### src/hdl/dhtr_pkg.sv
package dhtr_pkg;

	localparam int MaxTransitions = 85;
	localparam int FrameBytes     = 5;
	localparam int FrameBits      = 40;
	localparam int ByteW          = 8;
	localparam int BitCountW      = 6;
	localparam int TransIdxW      = 7;
	localparam int FirstDataTrans = 4;

	typedef enum logic [1:0] {
		PH_IDLE,
		PH_DRIVE,
		PH_RELEASE,
		PH_LISTEN
	} phase_t;

	typedef enum logic [1:0] {
		ST_OK,
		ST_CHECKSUM,
		ST_SHORT
	} status_t;

	localparam logic [1:0] CFG_START_LOW = 2'd0;
	localparam logic [1:0] CFG_RELEASE   = 2'd1;
	localparam logic [1:0] CFG_THRESHOLD = 2'd2;
	localparam logic [1:0] CFG_TIMEOUT   = 2'd3;

	typedef logic [ByteW-1:0] byte_t;
	typedef logic [FrameBytes-1:0][ByteW-1:0] frame_t;

	// control from the sequencer to the frame store
	typedef struct packed {
		logic commit;   // apply this item's update
		logic clear;    // start of a read
		logic shift;    // period ended on a data slot
		logic bit_val;  // data bit for that slot
	} frame_ctl_t;

endpackage

### src/hdl/single_wire_humidity_sensor_reader_core.sv
// Single-wire humidity/temperature sensor reader.
// Input stream (s_*): one transaction per event. s_tuser[0] is the action
// (0 = start a read, 1 = one microsecond tick); s_tdata[0] is the sampled
// data line level. Every input transaction yields exactly one result
// transaction on m_* describing the state after that item: line drive,
// busy, done, and on the finishing item the status and four data bytes.
// Configuration (cfg_we/cfg_index/cfg_wdata) sets start-low length,
// release length, bit threshold and timeout; write only while idle.
// An accepted item is registered in the input stage, and its result is then
// registered in the result register, which drives m_tvalid.
// Throughput: one item per cycle while the output is not stalled; the whole
// per-item update (phase timer, level timer, frame store) is one pass of
// logic between the input stage and the result register.
// Stall: while m_tready is low the result register holds; one more item is
// held in the input stage, then s_tready drops until the result is taken.
// Reset: asynchronous, clears both stages, returns the sequencer to idle,
// empties the frame store and loads the register defaults
// (18000, 40, 16, 255).
module single_wire_humidity_sensor_reader_core import dhtr_pkg::*; (
	input  logic        clk,
	input  logic        arst_n,
	// input stream
	input  logic        s_tvalid,
	output logic        s_tready,
	input  logic [7:0]  s_tdata,   // [0] line_level, [7:1] zero
	input  logic [0:0]  s_tuser,   // [0] action
	// result stream
	output logic        m_tvalid,
	input  logic        m_tready,
	// [0] drive_low, [1] busy_res, [2] done_res, [4:3] status,
	// [12:5] humidity_int, [20:13] humidity_frac, [28:21] temp_int,
	// [36:29] temp_frac, [39:37] zero
	output logic [39:0] m_tdata,
	// configuration
	input  logic        cfg_we,
	input  logic [1:0]  cfg_index,
	input  logic [15:0] cfg_wdata
);

	// configuration registers
	logic [15:0] start_low_q;
	logic [7:0]  release_q;
	logic [7:0]  threshold_q;
	logic [7:0]  timeout_q;

	always_ff @(posedge clk or negedge arst_n) begin
		if (!arst_n) begin
			start_low_q <= 16'd18000;
			release_q   <= 8'd40;
			threshold_q <= 8'd16;
			timeout_q   <= 8'd255;
		end else if (cfg_we) begin
			case (cfg_index)
				CFG_START_LOW: start_low_q <= cfg_wdata;
				CFG_RELEASE:   release_q   <= cfg_wdata[7:0];
				CFG_THRESHOLD: threshold_q <= cfg_wdata[7:0];
				CFG_TIMEOUT:   timeout_q   <= cfg_wdata[7:0];
				default: ;
			endcase
		end
	end

	// handshake: input stage feeds result register
	logic item_valid_s1;
	logic item_act_s1;
	logic item_line_s1;
	logic res_valid_s2;
	logic out_free;
	logic advance;

	assign out_free = !res_valid_s2 || m_tready;
	assign advance  = item_valid_s1 && out_free;
	assign s_tready = !item_valid_s1 || advance;

	always_ff @(posedge clk or negedge arst_n) begin
		if (!arst_n) begin
			item_valid_s1 <= 1'b0;
		end else if (s_tready) begin
			item_valid_s1 <= s_tvalid;
		end
	end

	always_ff @(posedge clk) begin
		if (s_tvalid && s_tready) begin
			item_act_s1  <= s_tuser[0];
			item_line_s1 <= s_tdata[0];
		end
	end

	// sequencer state
	phase_t               phase_q, phase_nx;
	logic [15:0]          timer_q, timer_nx;
	logic [7:0]           len_q, len_nx;
	logic                 prev_q, prev_nx;
	logic [TransIdxW-1:0] tidx_q, tidx_nx;
	logic                 done;
	logic [16:0]          timer_inc;
	logic [7:0]           len_inc;
	frame_ctl_t           fctl;
	frame_t               bytes_nx;
	status_t              status_nx;

	assign timer_inc = {1'b0, timer_q} + 17'd1;
	assign len_inc   = (len_q != 8'hFF) ? len_q + 8'd1 : len_q;

	always_ff @(posedge clk or negedge arst_n) begin
		if (!arst_n) begin
			phase_q <= PH_IDLE;
			timer_q <= '0;
			len_q   <= '0;
			prev_q  <= 1'b1;
			tidx_q  <= '0;
		end else if (advance) begin
			phase_q <= phase_nx;
			timer_q <= timer_nx;
			len_q   <= len_nx;
			prev_q  <= prev_nx;
			tidx_q  <= tidx_nx;
		end
	end

	always_comb begin
		phase_nx     = phase_q;
		timer_nx     = timer_q;
		len_nx       = len_q;
		prev_nx      = prev_q;
		tidx_nx      = tidx_q;
		done         = 1'b0;
		fctl.commit  = advance;
		fctl.clear   = 1'b0;
		fctl.shift   = 1'b0;
		fctl.bit_val = len_q > threshold_q;
		if (!item_act_s1) begin
			// start (or restart) a read
			fctl.clear = 1'b1;
			phase_nx   = PH_DRIVE;
			timer_nx   = '0;
			len_nx     = '0;
			prev_nx    = 1'b1;
			tidx_nx    = '0;
		end else begin
			case (phase_q)
				PH_DRIVE: begin
					// timer wrap also ends the low pulse
					if (timer_inc[16] || (timer_inc[15:0] >= start_low_q)) begin
						phase_nx = PH_RELEASE;
						timer_nx = '0;
					end else begin
						timer_nx = timer_inc[15:0];
					end
				end
				PH_RELEASE: begin
					if (timer_inc[15:0] >= {8'd0, release_q}) begin
						phase_nx = PH_LISTEN;
						timer_nx = '0;
					end else begin
						timer_nx = timer_inc[15:0];
					end
				end
				PH_LISTEN: begin
					if (item_line_s1 == prev_q) begin
						len_nx = len_inc;
						done   = len_inc >= timeout_q;
					end else begin
						// period ended; periods with an even index from index 4 (the fifth) on carry data
						fctl.shift = (tidx_q >= TransIdxW'(FirstDataTrans)) && !tidx_q[0];
						prev_nx    = item_line_s1;
						len_nx     = '0;
						tidx_nx    = tidx_q + 1'b1;
						done       = tidx_nx >= TransIdxW'(MaxTransitions);
					end
					if (done) begin
						phase_nx = PH_IDLE;
					end
				end
				default: ;
			endcase
		end
	end

	dhtr_frame u_frame (
		.clk       (clk),
		.arst_n    (arst_n),
		.ctl       (fctl),
		.bytes_nx  (bytes_nx),
		.status_nx (status_nx)
	);

	// result register
	logic [39:0] res_data_s2;
	logic [39:0] res_data;

	always_comb begin
		res_data      = '0;
		res_data[0]   = phase_nx == PH_DRIVE;
		res_data[1]   = phase_nx != PH_IDLE;
		res_data[2]   = done;
		if (done) begin
			res_data[4:3]   = status_nx;
			res_data[12:5]  = bytes_nx[0];
			res_data[20:13] = bytes_nx[1];
			res_data[28:21] = bytes_nx[2];
			res_data[36:29] = bytes_nx[3];
		end
	end

	always_ff @(posedge clk or negedge arst_n) begin
		if (!arst_n) begin
			res_valid_s2 <= 1'b0;
		end else if (out_free) begin
			res_valid_s2 <= advance;
		end
	end

	always_ff @(posedge clk) begin
		if (advance) begin
			res_data_s2 <= res_data;
		end
	end

	assign m_tvalid = res_valid_s2;
	assign m_tdata  = res_data_s2;

endmodule

### src/hdl/dhtr_frame.sv
module dhtr_frame import dhtr_pkg::*; (
	input  logic       clk,
	input  logic       arst_n,
	input  frame_ctl_t ctl,
	output frame_t     bytes_nx,
	output status_t    status_nx
);

	frame_t                bytes_q;
	logic [BitCountW-1:0]  bit_count_q;
	logic [BitCountW-1:0]  bit_count_nx;
	logic [2:0]            byte_sel;
	byte_t                 sum;

	assign byte_sel = bit_count_q[5:3];

	always_comb begin
		bytes_nx     = bytes_q;
		bit_count_nx = bit_count_q;
		if (ctl.clear) begin
			bytes_nx     = '0;
			bit_count_nx = '0;
		end else if (ctl.shift && (bit_count_q < BitCountW'(FrameBits))) begin
			for (int i = 0; i < FrameBytes; i++) begin
				if (byte_sel == 3'(i)) begin
					bytes_nx[i] = {bytes_q[i][ByteW-2:0], ctl.bit_val};
				end
			end
			bit_count_nx = bit_count_q + 1'b1;
		end
	end

	// checksum is the low byte of the sum of the first four
	assign sum = bytes_nx[0] + bytes_nx[1] + bytes_nx[2] + bytes_nx[3];

	always_comb begin
		if (bit_count_nx < BitCountW'(FrameBits)) begin
			status_nx = ST_SHORT;
		end else if (sum == bytes_nx[4]) begin
			status_nx = ST_OK;
		end else begin
			status_nx = ST_CHECKSUM;
		end
	end

	always_ff @(posedge clk or negedge arst_n) begin
		if (!arst_n) begin
			bytes_q     <= '0;
			bit_count_q <= '0;
		end else if (ctl.commit) begin
			bytes_q     <= bytes_nx;
			bit_count_q <= bit_count_nx;
		end
	end

endmodule
### config.mk
export PLATFORM = sky130hd
export DESIGN_NAME = single_wire_humidity_sensor_reader_core
export DESIGN_NICKNAME = d
export VERILOG_FILES = /design/src/hdl/dhtr_pkg.sv /design/src/hdl/single_wire_humidity_sensor_reader_core.sv /design/src/hdl/dhtr_frame.sv
export SDC_FILE = /design/constraint.sdc
export NUM_CORES = 1
export LEC_CHECK = 0
export BUFFER_PORTS_ARGS = -buffer_cell sky130_fd_sc_hd__buf_2
export CAP_MARGIN = 25
export CORE_MARGIN = 5
export CORE_UTILIZATION = 40
export DETAILED_ROUTE_END_ITERATION = 8
export HOLD_SLACK_MARGIN = 0.15
export PLACE_DENSITY = 0.61
export SLEW_MARGIN = 30
export SYNTH_ARGS = -nofsm -noshare
export SYNTH_HDL_FRONTEND = slang
export SYNTH_HIERARCHICAL = 1
export SYNTH_SLANG_ARGS = --single-unit
### constraint.sdc
create_clock -name clk -period 5.68 [get_ports clk]
set_input_delay 0.568 -clock clk [delete_from_list [all_inputs] [get_ports clk]]
set_output_delay 0.568 -clock clk [all_outputs]
set_load 0.005 [all_outputs]
* Yosys cells after proc, flatten, opt, wreduce, memory -nomap -nowiden
Index checks and enable logic that the tools add are counted.
Operators by class: add/subtract/negate cells 7, multiply operators 0, divide/modulo/power cells 0, $lt $le $gt $ge 8, eq/ne operators 17, shift operators 0, muxes and demuxes 38, bitwise logic cells 1, reduce and logical (&&, ||, !) cells 21
Operator list (number):
- 40-bit 2-to-1 mux | 2
- 8-bit 2-to-1 mux | 9
- 16-bit 2-to-1 mux | 3
- 16-bit one-hot mux with 2 select lines | 1
- 8-bit adder | 3
- 7-bit 2-to-1 mux | 3
- 16-bit by 1-bit adder with 17-bit output (second input constant) | 1
- 16-bit greater-or-equal comparator | 1
- 16-bit by 8-bit greater-or-equal comparator with 1-bit output | 1
- 6-bit < comparator (second input constant) | 2
- 1-bit 2-to-1 mux | 12
- 6-bit 2-to-1 mux | 2
- 2-bit AND reduction | 6
- 2-bit 2-to-1 mux | 5
- 8-bit by 1-bit adder with 8-bit output (second input constant) | 1
- 2-bit == test (second input constant) | 4
- 8-bit == test | 1
- 8-bit greater-or-equal comparator | 1
- 8-bit greater-than comparator | 1
- 8-bit != test (second input constant) | 1
- 7-bit by 1-bit adder with 7-bit output (second input constant) | 1
- 7-bit by 3-bit greater-or-equal comparator with 1-bit output (second input constant) | 1
- 7-bit greater-or-equal comparator (second input constant) | 1
- 6-bit by 1-bit adder with 6-bit output (second input constant) | 1
- 18 further kinds | 28
Word-level totals: flip-flop bits (word level) 161, bits in latches 0, RAM bits 0, memory bits (read-only) 0, bits of input ports 32, logic and storage cells 114, memories kept 0

* Longest topological paths before layout
Gate-level depths: netlist of the first run.
word-level depth 14, gate-level depth with buffers 25

* Modules after synthesis
The synthesis of the first run kept the hierarchy.
By module, submodules not included:
- single_wire_humidity_sensor_reader_core | instances 1, cells each 605, area an instance 6324.8 um2, sequential area each 3094.2 um2
- dhtr_frame | instances 1, cells each 361, area an instance 3419.5 um2, sequential area each 1151.1 um2

* Worst setup path before layout of the first run
Ideal clock, no wire load.
path kind register -> register, start point register item_act_s1, end point register res_data_s2[3], in the netlist m_tdata[3], data pin, library setup time 0.255 ns, arrival time 4.671 ns, required time 5.425 ns, path slack 0.755 ns, stages on the path, launching flop included 21, buffers on the path 2, cell sequence edfxtp_1 clkbuf_1 nand3_1 nor4_1 nor4bb_1 buf_2 nand2_1 a21oi_1 inv_1 fa_1 inv_1 fa_1 ha_1 fa_1 a21o_1 a21oi_1 xnor2_1 a32oi_1 o32ai_1 a41oi_1 and2_1
RTL lines:
- start: declaration | RTL line single_wire_humidity_sensor_reader_core.sv:65 | logic item_act_s1;
- start signal: assignment | RTL line single_wire_humidity_sensor_reader_core.sv:85 | item_act_s1 <= s_tuser[0];
- end signal: assignment | RTL line single_wire_humidity_sensor_reader_core.sv:217 | res_data_s2 <= res_data;
- end: declaration | RTL line single_wire_humidity_sensor_reader_core.sv:190 | logic [39:0] res_data_s2;

==> run metrics, run 1 <==
r2r setup slk=0.40 ns; Syn-to-layout area delta=12.1%; post-synthesis instance total=966; required time of the critical path=5.87 ns; largest net degree at the start of global routing=90; core area=24,200 µm²; EDFF count, synth=39; FF/Latch Area=4250 µm²; antenna diode count=0; die width=166 µm; total gr overflow=0; Async S/R FF share, synth=0.758; status=finished clean; R2R depth=20; placer's final routability congestion estimate=0.787; Multi-input gate area=4960 µm²; Tmin final=5.28 ns; count of final max-slew check failures=0; worst skew pair latency=0.43 ns; fillcell total=2,284; Ports=74; Crit Path Class=flop to flop; Reg-to-Reg End=m_tdata[3]; Worst Setup End Kind=flop; clock slew at reported path FFs=0.07 ns; share of cells above drive strength 1=0.209; WP buf/inv=2; Die Area=27,600 µm²; Startpoint Class=flop; Post-Syn Area=9740 µm²; Slew Limit Headroom=0.471; vias per cell=5.07; Seq/Total Area, Yosys=0.436; Die Y-Extent=166 µm; Compound-Gate Fraction of Synth Area=0.115; Crit path max-delay family=adder cells; slowest stage cell, crit path=or4_1; part of the cycle the worst path needs=0.929; r2r startpoint=tidx_q[3]; Nets=1,116; critical path depth=20; post-synthesis simple-gate area fraction=0.167; Setup TNS=0 ns; worst min path class=input pin to flop; Sink Count=161; critical path, cell by cell=or4_1 > nor2_1 > nor4_2 > nor2b_1 > nand3_1 > nand2_1 > a21oi_1 > inv_1 > fa_1 > inv_1 > fa_1 > ha_1 > fa_1 > a21o_1 > a21oi_1 > xnor2_1 > a32oi_1 > o32ai_1 > a41oi_1 > and2_1; Synth warnings=6; Worst Setup EP=m_tdata[3]; RSZ-0062 raised after global routing=no; final wirelength=20.1 mm; Setup Viol. Count Final=0; initial antenna violation count=0; worst vdd ir=175 µV; num rows=57; mux cell area share after synthesis=0.0958; Post-Synth Adder-Cell Area=0.0955; Slew @ Worst Pin=0.793 ns; Final WS setup=0.404 ns; Setup Buffers After CTS=0; DP HPWL=14.4 mm; P per Cell Area=286 nW/µm²; H-tree lvl count=4; Crit Path Max Fanout=10; root buf cell=clkbuf_16; first-pass GRT wire length=33.5 mm; vias in the first global route=6,497; ys flop type=dfrtp_1; DRC Markers=0; synth unique cells=78; gr usage total=0.147; CTS Buffer Depth=2; clk_skew=0.0129 ns; max frequency=190 MHz; worst hold path startpoint=s_tdata[0]; ANT nets after route=0; CTS tree=done; Max-Cap Viols=0; max incr delay on CP=0.54 ns; main combinational cell family by area after synthesis=simple AND/OR/NAND/NOR gates; P_leak=4.91 nW; Starting Density=0.403; CP Launch Point=tidx_q[3]; Num CTS Buffers=17; synthesized area per cell=10.1 µm²; Worst EP arrival=5.46 ns; Port Buffer Count=63; via count=6,871; drt first pass iters=4; DP Worst Slack=0.270 ns; XOR/XNOR Fraction of Synth Area=0.0324; Yosys reg bits=161; Hold Vio Cnt, Final=0; Top cell by count, worst path=fa_1; WL/cell=14.8 µm; Iteration-0 DRC Markers=508
-- worst register-to-register path, cell delays in order, from the launching register on --
cell and delay, ns:
dfrtp_1 0.47, or4_1 0.54, nor2_1 0.14, nor4_2 0.07, nor2b_1 0.18, nand3_1 0.28
nand2_1 0.09, a21oi_1 0.25, inv_1 0.10, fa_1 0.54, inv_1 0.06, fa_1 0.46
ha_1 0.25, fa_1 0.43, a21o_1 0.18, a21oi_1 0.24, xnor2_1 0.18, a32oi_1 0.12
o32ai_1 0.13, a41oi_1 0.14, and2_1 0.16
-- cells in the mapped netlist, drive strengths merged, types with 4 or more instances --
| library cell | count | share of area |
|---|---|---|
| a211oi | 10 | 0.0077 |
| a21o | 16 | 0.012 |
| a21oi | 44 | 0.023 |
| a22o | 7 | 0.0063 |
| a22oi | 6 | 0.0051 |
| and2 | 37 | 0.024 |
| buf | 20 | 0.014 |
| clkbuf | 25 | 0.0096 |
| dfrtp | 105 | 0.27 |
| dfstp | 17 | 0.046 |
| edfxtp | 39 | 0.12 |
| fa | 14 | 0.029 |
| ha | 52 | 0.067 |
| inv | 91 | 0.035 |
| mux2 | 69 | 0.080 |
| mux2i | 14 | 0.016 |
| nand2 | 118 | 0.046 |
| nand2b | 24 | 0.015 |
| nand3 | 25 | 0.013 |
| nand4 | 8 | 0.0058 |
| nor2 | 38 | 0.015 |
| nor2b | 8 | 0.0051 |
| nor3 | 13 | 0.0072 |
| nor3b | 5 | 0.0039 |
| nor4 | 8 | 0.0080 |
| o21ai | 50 | 0.026 |
| o21bai | 4 | 0.0031 |
| o22ai | 8 | 0.0051 |
| o31ai | 6 | 0.0046 |
| xnor2 | 20 | 0.018 |
| xor2 | 10 | 0.0098 |
-- sequential cells by signal, summed over array words and instances (netlist names), 2 cells and up --
name	cells
len_q	8
m_tdata	37
phase_q	2
release_q	8
start_low_q	16
threshold_q	8
tidx_q	7
timeout_q	8
timer_q	16
u_frame/bit_count_q	6
u_frame/bytes_q	40
-- cell families after synthesis --
family          count (synthesis)
simple gates                  309
fa+ha+maj                      66
buf+inv                       137
compound gates                177
flops                         161
other cells                     1
xor+xnor                       32
mux                            83
-- placed cells by master, fill, tap and decap left out, types with 14 or more instances in the layout --
master and n:
dfrtp_1 105, nand2_1 117, clkbuf_16 17, dfstp_2 17, a21oi_1 43, edfxtp_1 39, and2_1 37, nor2_1 36
nand2b_1 24, mux2_2 69, inv_1 90, buf_2 62, a21o_1 16, o21ai_0 45, nand3_1 25, xnor2_1 20
fa_1 14, ha_1 52
-- final cells by class --
class,instances,area share
Clock buffer,18,0.0393
Clock inverter,14,0.0110
Inverter,92,0.0317
Multi-Input combinational cell,670,0.454
Sequential cell,161,0.389
Tap cell,324,0.0371
Timing Repair Buffer,76,0.0386
-- stage by stage --
step | cells | cell area, µm² | hold slack (ns) | util | power [mW]
final | 1355 | 10900 | 0.316 | 0.452 | 3.13
after global routing | 1355 | 10900 | 0.309 | 0.452 | 3.31
after CTS | 1355 | 10900 | 0.304 | 0.451 | 3.16
after detailed placement | 1322 | 10400 | 0.486 | 0.428 | 2.05
after global placement | 1322 | 10300 | 0.477 | 0.428 | 2.03
after floorplan | 968 | 9750 | 0.272 | - | 1.88
-- worst min path at each step --
stage | end | slack, ns | depth (start not counted)
3_3_place_gp | prev_q | 0.48 | 2
6_report | item_line_s1 | 0.32 | 1
3_5_place_dp | m_tvalid | 0.49 | 1
2_1_floorplan | item_valid_s1 | 0.27 | 0
5_1_grt | item_line_s1 | 0.31 | 1
4_1_cts | item_line_s1 | 0.30 | 1
-- metal layers --
layer,wire (µm),GRT usage
met4,263,0.0412
met5,0,0
met1,10100,0.210
met2,9210,0.230
met3,520,0.0264
-- what timing repair did --
| item | CTS | global route |
|---|---|---|
| hold buffers | 1 | 0 |
| endpoints found under the setup margin | 0 | 1 |
| gates resized for setup | 0 | 2 |
| hold endpoints to repair | 24 | 0 |
-- power by group --
group / internal (mW) / total (mW) / switching (mW)
sequential: 1.32 / 1.44 / 0.115
combinational: 0.260 / 0.591 / 0.331
clock: 0.576 / 1.10 / 0.521
No activity file was read; power rests on OpenSTA's default activity.
==> inputs of run 2 (changes only) <==
--- a/config.mk
+++ b/config.mk
@@ -5,6 +5,7 @@
 export SDC_FILE = /design/constraint.sdc
 export NUM_CORES = 1
 export LEC_CHECK = 0
+export ABC_AREA = 1
 export BUFFER_PORTS_ARGS = -buffer_cell sky130_fd_sc_hd__buf_2
 export CAP_MARGIN = 25
 export CORE_MARGIN = 5
==> run metrics, run 2 <==
vias in the first global route=7,686 (+18%); Sink Count=161 (unchanged); Crit Path Class=flop to flop; Cell Count, Final, Fillers Out=1,618 (+19%); total gr overflow=0 (unchanged); Iteration-0 DRC Markers=484 (-4.7%); ANT nets after route=0 (unchanged); CTS tree=done; r2r setup slk=0.50 ns (+0.10 ns); gr usage total=0.163 (+0.0161); Reg-to-Reg End=m_tdata[3]; Largest Register=u_frame/bytes_q; clk_skew=0.00983 ns (-0.00303 ns); Crit path max-delay family=simple AND/OR/NAND/NOR gates; drt first pass iters=5 (+1); post-layout total power=3.18 mW (+1.8%); Setup TNS=0 ns (unchanged); worst skew pair latency=0.43 ns (about the same); H-tree lvl count=4 (unchanged); slowest stage cell, crit path=fa_1; antenna diode count=0 (unchanged); P_leak=5.36 nW (+9.1%); P per Cell Area=288 nW/µm² (+0.64%); Switching Power=953 µW (-1.5%); Hold Vio Cnt, Final=0 (unchanged); synthesized area per cell=8.01 µm² (-21%); Pint=2.23 mW (+3.2%); Post-Syn Area=9780 µm² (+0.35%); max frequency=193 MHz (+1.8%); die width=166 µm (+0.16%); DP Cell Count=1,586 (+20%); commonest non-fill, non-tap cell in the layout=nand2_1; required time of the critical path=5.85 ns (-0.02 ns); post-synthesis instance total=1,220 (+26%); DP HPWL=15.4 mm (+7.1%); max incr delay on CP=0.51 ns (-0.03 ns); vias per cell=4.81 (-5.2%); final wirelength=21.4 mm (+6.3%); placer's final routability congestion estimate=0.830 (+5.5%); first-pass GRT wire length=37.7 mm (+12%); via count=7,776 (+13%); Worst EP arrival=5.35 ns (-0.11 ns); RSZ-0062 raised after global routing=no; largest net degree at the start of global routing=67 (-26%); DRC Markers=0 (unchanged); Setup Viol. Count Final=0 (unchanged); Startpoint Class=flop; root buf cell=clkbuf_16; Synth warnings=6 (unchanged); num rows=57 (unchanged); Clock power frac=0.383 (+0.032); share of cells above drive strength 1=0.150 (-0.0586); status=finished clean; sw frac=0.300 (-0.00990); r2r startpoint=phase_q[0]; most frequent cells in the layout=nand2_1, inv_1, nor2_1; WP buf/inv=7 (+5); Syn-to-layout area delta=13.0%; Ports=74 (unchanged); worst vdd ir=188 µV (+7.2%); Worst Setup End Kind=flop; Num CTS Buffers=17 (unchanged); cts repair resizes=0 (unchanged); Nets=1,379 (+24%); Die Y-Extent=166 µm (+0.16%); count of final max-slew check failures=0 (unchanged); WL/cell=13.2 µm (-11%); clock slew at reported path FFs=0.07 ns (about the same); part of the cycle the worst path needs=0.912 (-0.0168); core area=24,200 µm² (unchanged); combinational share of power=0.178 (-0.011); Die Area=27,700 µm² (+0.33%); CTS Buffer Depth=2 (unchanged); initial antenna violation count=0 (unchanged); R2R depth=30 (+50%); worst min path class=input pin to async pin; Starting Density=0.404 (+0.00140); Slew @ Worst Pin=0.942 ns (+0.149 ns); max reg flops=40 (unchanged); Setup Buffers After CTS=0 (unchanged); Tmin final=5.18 ns (-0.0954 ns); Port Buffer Count=63 (unchanged); hold buffers post-CTS=0 (-1); Slew Limit Headroom=0.371 (-0.100); sequential share of power=0.439 (-0.021); Max-Cap Viols=0 (unchanged); Crit Path Max Fanout=9 (-1)
-- run 2: how the worst max path moves through the flow --
stage / startpoint / to / slack [ns] / depth (start not counted)
2_1_floorplan: prev_q / m_tdata[3] / 1.14 / 30
3_3_place_gp: prev_q / m_tdata[3] / 0.56 / 30
3_5_place_dp: prev_q / m_tdata[3] / 0.53 / 30
4_1_cts: prev_q / m_tdata[3] / 0.50 / 30
5_1_grt: phase_q[0] / m_tdata[3] / 0.006 / 30
6_report: phase_q[0] / m_tdata[3] / 0.50 / 30
-- run 2: metrics by stage --
step                utilization  area, µm²  hold WS [ns]  worst slack (ns)
finish                    0.457      11000         0.124             0.499
global route              0.457      11000         0.187           0.00561
CTS                       0.457      11000         0.290             0.503
detailed placement        0.431      10400         0.474             0.527
global placement          0.431      10400         0.467             0.562
floorplan                     -       9790         0.272              1.14
-- run 2: area by class of cell --
type | instances | area (µm²)
Inverter | 246 | 923
Clock buffer | 17 | 425
Timing Repair Buffer | 71 | 382
Clock inverter | 15 | 195
Sequential cell | 161 | 4250
Multi-Input combinational cell | 784 | 4470
Tap cell | 324 | 405
Fill cell | 2385 | 13100
-- run 2: routing by layer --
layer,global-route usage,part of all wire,routed length (µm)
met3,0.0355,0.051,1080
met4,0.0413,0.016,332
met1,0.233,0.49,10500
met5,0,0,0
met2,0.253,0.44,9410
-- run 2: power groups by stage --
stage	combinational (mW)	sequential (mW)	clock, mW
CTS	0.577	1.39	1.25
detailed placement	0.573	1.42	0
global route	0.673	1.41	1.31
global placement	0.559	1.41	0
floorplan	0.408	1.40	0
finish	0.567	1.39	1.22
